===== config.mk =====
export PLATFORM = sky130hd
export DESIGN_NAME = gn3d_fade
export DESIGN_NICKNAME = d
export VERILOG_FILES = /design/src/rtl/gn3d_pkg.sv /design/src/rtl/gn3d_fade.sv
export SDC_FILE = /design/constraint.sdc
export NUM_CORES = 2
export LEC_CHECK = 0
export BUFFER_PORTS_ARGS = -buffer_cell sky130_fd_sc_hd__buf_2
export CORE_MARGIN = 1
export CORE_UTILIZATION = 55
export CTS_BUF_LIST = sky130_fd_sc_hd__clkbuf_8
export DETAILED_ROUTE_END_ITERATION = 8
export PLACE_DENSITY = 0.73
export SKIP_CTS_REPAIR_TIMING = 1
export SLEW_MARGIN = 40
export SYNTH_ARGS = -nofsm -noshare
export SYNTH_HDL_FRONTEND = slang
export SYNTH_SLANG_ARGS = --single-unit

===== constraint.sdc =====
create_clock -name clk_i -period 8.1 [get_ports clk_i]
set_input_delay 0.405 -clock clk_i [delete_from_list [all_inputs] [get_ports clk_i]]
set_output_delay 0.405 -clock clk_i [all_outputs]
set_load 0.05 [all_outputs]

===== src/rtl/gn3d_pkg.sv =====
// Shared types and constants for the 3D gradient noise unit.
package gn3d_pkg;

  localparam int TableSize   = 256;
  localparam int IdxW        = $clog2(TableSize);
  localparam int ByteW       = 8;
  localparam int CoordW      = 32;
  localparam int FracBitsDef = 16;
  localparam int NoiseW      = 18;
  localparam int NoiseMax    = 131071;
  localparam int NoiseMin    = -131072;
  localparam int HashN       = 8;
  localparam int Latency     = 8;

  // fade polynomial 6t^5 - 15t^4 + 10t^3
  localparam int FadeMul = 6;
  localparam int FadeSub = 15;
  localparam int FadeAdd = 10;

  // gradient selection codes
  localparam int GradSplitU = 8;
  localparam int GradSplitV = 4;
  localparam int GradAltA   = 12;
  localparam int GradAltB   = 14;

  typedef enum logic [1:0] {
    MODE_LOAD    = 2'd0,
    MODE_EVAL_3D = 2'd1,
    MODE_EVAL_2D = 2'd2
  } mode_e;

  typedef struct packed {
    logic  vld;
    mode_e mode;
  } ctl_t;

endpackage


===== src/rtl/gn3d_fade.sv =====
// Four-stage quintic fade pipeline, one multiplier per stage.
module gn3d_fade #(
  parameter int FracBits = gn3d_pkg::FracBitsDef
) (
  input  logic                       clk_i,
  input  logic [FracBits-1:0]        frac_i,
  output logic signed [FracBits+5:0] fade_o
);
  import gn3d_pkg::*;

  localparam int FW = FracBits + 6;
  localparam int PW = FW + FracBits + 1;
  localparam logic signed [FW-1:0] One = FW'(1) << FracBits;

  logic signed [PW-1:0] m1_d, m1_q, m2_d, m2_q, m3_d, m3_q, m4_d, m4_q;
  logic [FracBits-1:0]  f1_q, f2_q, f3_q;
  logic signed [PW-1:0] f0_s, f1_s, f2_s, f3_s;
  logic signed [FW-1:0] b1, b2, b3;

  // widen fractions
  assign f0_s = $signed(PW'(frac_i));
  assign f1_s = $signed(PW'(f1_q));
  assign f2_s = $signed(PW'(f2_q));
  assign f3_s = $signed(PW'(f3_q));

  // one multiply per stage
  always_comb begin
    m1_d = (PW'(FadeMul) * f0_s - PW'(FadeSub) * PW'(One)) * f0_s;
    b1   = FW'(m1_q >>> FracBits) + FW'(FadeAdd) * One;
    m2_d = PW'(b1) * f1_s;
    b2   = FW'(m2_q >>> FracBits);
    m3_d = PW'(b2) * f2_s;
    b3   = FW'(m3_q >>> FracBits);
    m4_d = PW'(b3) * f3_s;
  end

  // advance the stages
  always_ff @(posedge clk_i) begin
    m1_q <= m1_d;
    f1_q <= frac_i;
    m2_q <= m2_d;
    f2_q <= f1_q;
    m3_q <= m3_d;
    f3_q <= f2_q;
    m4_q <= m4_d;
  end

  assign fade_o = FW'(m4_q >>> FracBits);

endmodule


* Word-level counts from Yosys, hierarchy flattened
Index checks and enable logic that the tools add are counted.
Word-level totals: flip-flop bits (word level) 200, output and inout port bits 22
Cells by class: $add $sub $neg 2, $mul 5
Operator list (count):
- $mul 22x17->38 | 3
- $mul 21x17->38 | 1
- $add 22x21->22 const B | 1
- $sub 19x20->21 const B | 1
- $mul 2x16->18 const A | 1

* Logic depth before layout (Yosys ltp)
word-level depth 3, gate-level depth with buffers 35

* Worst setup path after synthesis
OpenSTA, ideal clock, no wires.
path type input port to flip-flop, from input frac_i[1], to register, netlist name m1_q[37], data arrival time 7.964 ns, data required time 7.979 ns, path slack 0.016 ns, stages 34, path buffers 2, cells stage by stage buf_2 -> inv_1 -> fa_1 -> nor2b_1 -> o21a_1 -> o21ai_1 -> a21oi_1 -> a221oi_2 -> o21ai_2 -> xnor2_1 -> inv_1 -> ha_1 -> clkbuf_1 -> and2_1 -> fa_1 -> inv_1 -> fa_1 -> fa_1 -> inv_1 -> fa_1 -> fa_1 -> inv_1 -> fa_1 -> inv_1 -> ha_1 -> and4_1 -> and3_1 -> a21oi_1 -> o21a_1 -> o211ai_1 -> o2111ai_1 -> a31oi_1 -> a21oi_1 -> xnor2_1
Between the ends: cells in the longest elaborated chain, start to end 3
RTL lines:
- from (decl) | RTL line gn3d_fade.sv:6 | input logic [FracBits-1:0] frac_i,
- $mul 2x16->18 | RTL line gn3d_fade.sv:28 | m1_d = (PW'(FadeMul) * f0_s - PW'(FadeSub) * PW'(One)) * f0_s;
- $sub 19x20->21 | RTL line gn3d_fade.sv:28
- $mul 21x17->38 * | RTL line gn3d_fade.sv:28
- named net m1_d[37] | RTL line gn3d_fade.sv:15 | logic signed [PW-1:0] m1_d, m1_q, m2_d, m2_q, m3_d, m3_q, m4_d, m4_q;
Mark *: on every way through the listed nets, which the timed path passes. The rest lies on a longest branch.

* Final worst setup path
from input frac_i[1], to register, netlist name m1_q[37]
Between the ends: cells in the longest elaborated chain, start to end 3
RTL lines (RTL line):
- $mul 2x16->18 | gn3d_fade.sv:28
- $sub 19x20->21 | gn3d_fade.sv:28
- $mul 21x17->38 * | gn3d_fade.sv:28
- named net m1_d[37] | gn3d_fade.sv:15
Marked as above.

==> metrics.md <==
| Metric | Value |
|---|---|
| Synth-to-layout area growth | 5.02% |
| Synthesis-stage register bit count | 136 |
| Core ar. | 92,100 um^2 |
| Clock latency on the worst-skew pair | 580 ps |
| Simple-gate share of the synthesized area | 14.5% |
| Post-synth top area share | 52.5% |
| Routed WL | 115,000 um |
| Largest family of logic cells by synthesized area | adder cells |
| Ys Warns | 0 |
| Inst Count DP | 6,749 |
| Share of layout cells above drive strength 1 | 4.66% |
| Worst-Margin Slew | 915 ps |
| Net Count, Synth | 7,273 |
| Critical path startpoint category | primary input |
| Most used DFF post-synth | dfxtp_1 |
| Nets | 7,272 |
| GRT Util Overall | 26.5% |
| Cell Rows | 111 |
| FFs w/ async S/R, synth | 0% |
| Die H | 308 um |
| Mean Syn Cell Area | 9.29 um^2 |
| First-pass detailed-route iteration total | 6 |
| Post-DP HPWL | 96,400 um |
| Largest net degree at the start of global routing | 29 |
| F_max | 0.132 GHz |
| Vias per cell | 5.20 |
| Slew Viols, Final | 0 |
| Post-Synth XOR/XNOR Area | 2.27% |
| Minimum clock period | 7550 ps |
| Die W | 308 um |
| Final Hold Viols | 0 |
| Adder-Cell Fraction of Synth Area | 61.8% |
| Final setup fails | 0 |
| TritonCTS Buffers | 17 |
| Root Driver | clkbuf_8 |
| Synth area leader | fa_1 |
| Netlist cell types | 63 |
| Register area share after synthesis | 5.30% |
| RSZ-0062 raised after global routing | no |
| Maxcap violations | 0 |
| CTS sink count | 136 |
| Area contributors post-synth | fa_1 (52%), inv_1 (11%), ha_1 (9.4%) |
| Fin Setup TNS | 0 ps |
| Critical Path Most Common Cell | fa_1 |
| Mux cell area share after synthesis | 0.0682% |
| Mapped Area | 51,300 um^2 |
| Die footprint | 94,600 um^2 |
| Clock transition at the registers of the reported paths | 90 ps |
| GP Congestion | 0.873 |
| Layout Skew | 23.9 ps |
| Mapped Cells | 5,526 |
| CP max stage delay | 570 ps |
| Vias | 35,300 |
| Reg2reg setup slack | 970 ps |
| Arr. time, crit path | 8000 ps |
| Final period util | 93.2% |
| WP data required | 8550 ps |
| Non-Filler Instances | 6,782 |
| # IOs | 39 |
| Compound-gate portion of the synthesized area | 3.35% |
| CTS H-tree lvls | 4 |
| # DRC | 0 |
| Number of global-route vias before repair | 39,500 |
| Status | finished clean |
| Global-route wire length before repair | 198,000 um |
| Initial antenna violation count | 2 |
| DR iter-0 viols | 2,167 |
| WL per Instance | 16.9 um |
| Post-detailed-route count of antenna-violating nets | 0 |
| Hold Crit Class | in2reg |
| Worst-path fanout max | 9 |
| Worst slew margin | 38.9% |
| WS Path Type | in2reg |
| Clock Path Buffers | 2 |
| GRT Residual Overflow | 0 |
| Port Buffers | 38 |
| Filler cell count | 7,896 |
| CTS tree | done |
| Crit path capture type | register |
| Post-synth EDFFs | 0 |
| Initial core utilization | 55.8% |
| Slowest CP cell | fa_1 |
critical path: cells and delay by family:
kind | cells | cell delay [ps]
fa+ha+maj | 10 | 4110
compound gates | 10 | 1530
buf+inv | 9 | 1010
xor+xnor | 3 | 500
simple gates | 4 | 440
cells by family (layout without fill, tap and decap cells):
family	after synthesis	after routing
adder cells (fa/ha/maj)	1730	1730
buffers and inverters	1725	1737
AND/OR/NAND/NOR	1546	1546
AO/OA/AOI/OAI	253	253
flip-flops	136	136
XOR/XNOR	133	133
multiplexers	3	3
other	0	1
metal layers:
metal  wire length, um  track usage (%)
met1             50200             37.4
met2             54200             43.2
met3              7880             3.80
met4              2460             6.57
met5                 0                0
final cells by class:
type                            instances  area (um^2)  area share [%]
Clock inverter                         15          176           0.327
Multi-Input combinational cell       3665        42200            78.2
Antenna cell                            1         2.50         0.00464
Inverter                             1518         5700            10.6
Tap cell                             1243         1560            2.88
Sequential cell                       136         2740            5.09
Clock buffer                           17          234           0.434
Timing Repair Buffer                  187         1360            2.52
cell usage in the layout (no fill, tap or decap), types with 12 or more instances in the layout:
master and instances:
dfxtp_2 16, nor2b_1 24, xor2_1 38, dfxtp_1 120, xnor2_1 92, nand2b_1 29, a21o_1 33, ha_1 384
and3_1 25, nor2_1 80, buf_4 145, o21a_1 21, o21ai_0 38, nand4_1 12, nor3_1 19, nand2_1 797
a21oi_1 75, fa_1 1346, clkbuf_8 17, inv_1 1517, and2_1 530, buf_2 38
flip-flops by register name, summed over array words and instances, names as in the netlist:
register / flops
m2_q: 22
m4_q: 22
f2_q: 16
m3_q: 22
m1_q: 23
f1_q: 15
f3_q: 16
per-stage QoR:
step                      hold slack (ps)  area, um^2  setup slack, ps  utilization, %
final                                 218       53900              550            58.6
after global placement                542       53500             79.2            58.1
after CTS                             170       53900              569            58.6
after global routing                  197       53900              112            58.6
after detailed placement              544       53500            -41.3            58.1
after floorplan                       357       51300             15.7               -
synth_stat cells, drive strengths merged, types with 29 or more instances:
master,n
dfxtp,136
nand2,797
and2,530
inv,1516
clkbuf,201
o21ai,42
ha,384
a21oi,76
xnor2,95
nand2b,29
fa,1346
a21o,33
xor2,38
nor2,81
final timing paths:
| path | start | endpoint | cells after the start |
|---|---|---|---|
| worst max-delay path | frac_i[1] | m1_q[37] | 36 |
| worst max register to register | f2_q[2] | m3_q[37] | 23 |
| worst min register to register | f2_q[4] | f3_q[4] | 0 |
| worst min-delay path | frac_i[2] | f1_q[2] | 2 |
Power is not shown: default switching activity piles up to over one toggle a cycle in this logic, so the estimate is an artifact.
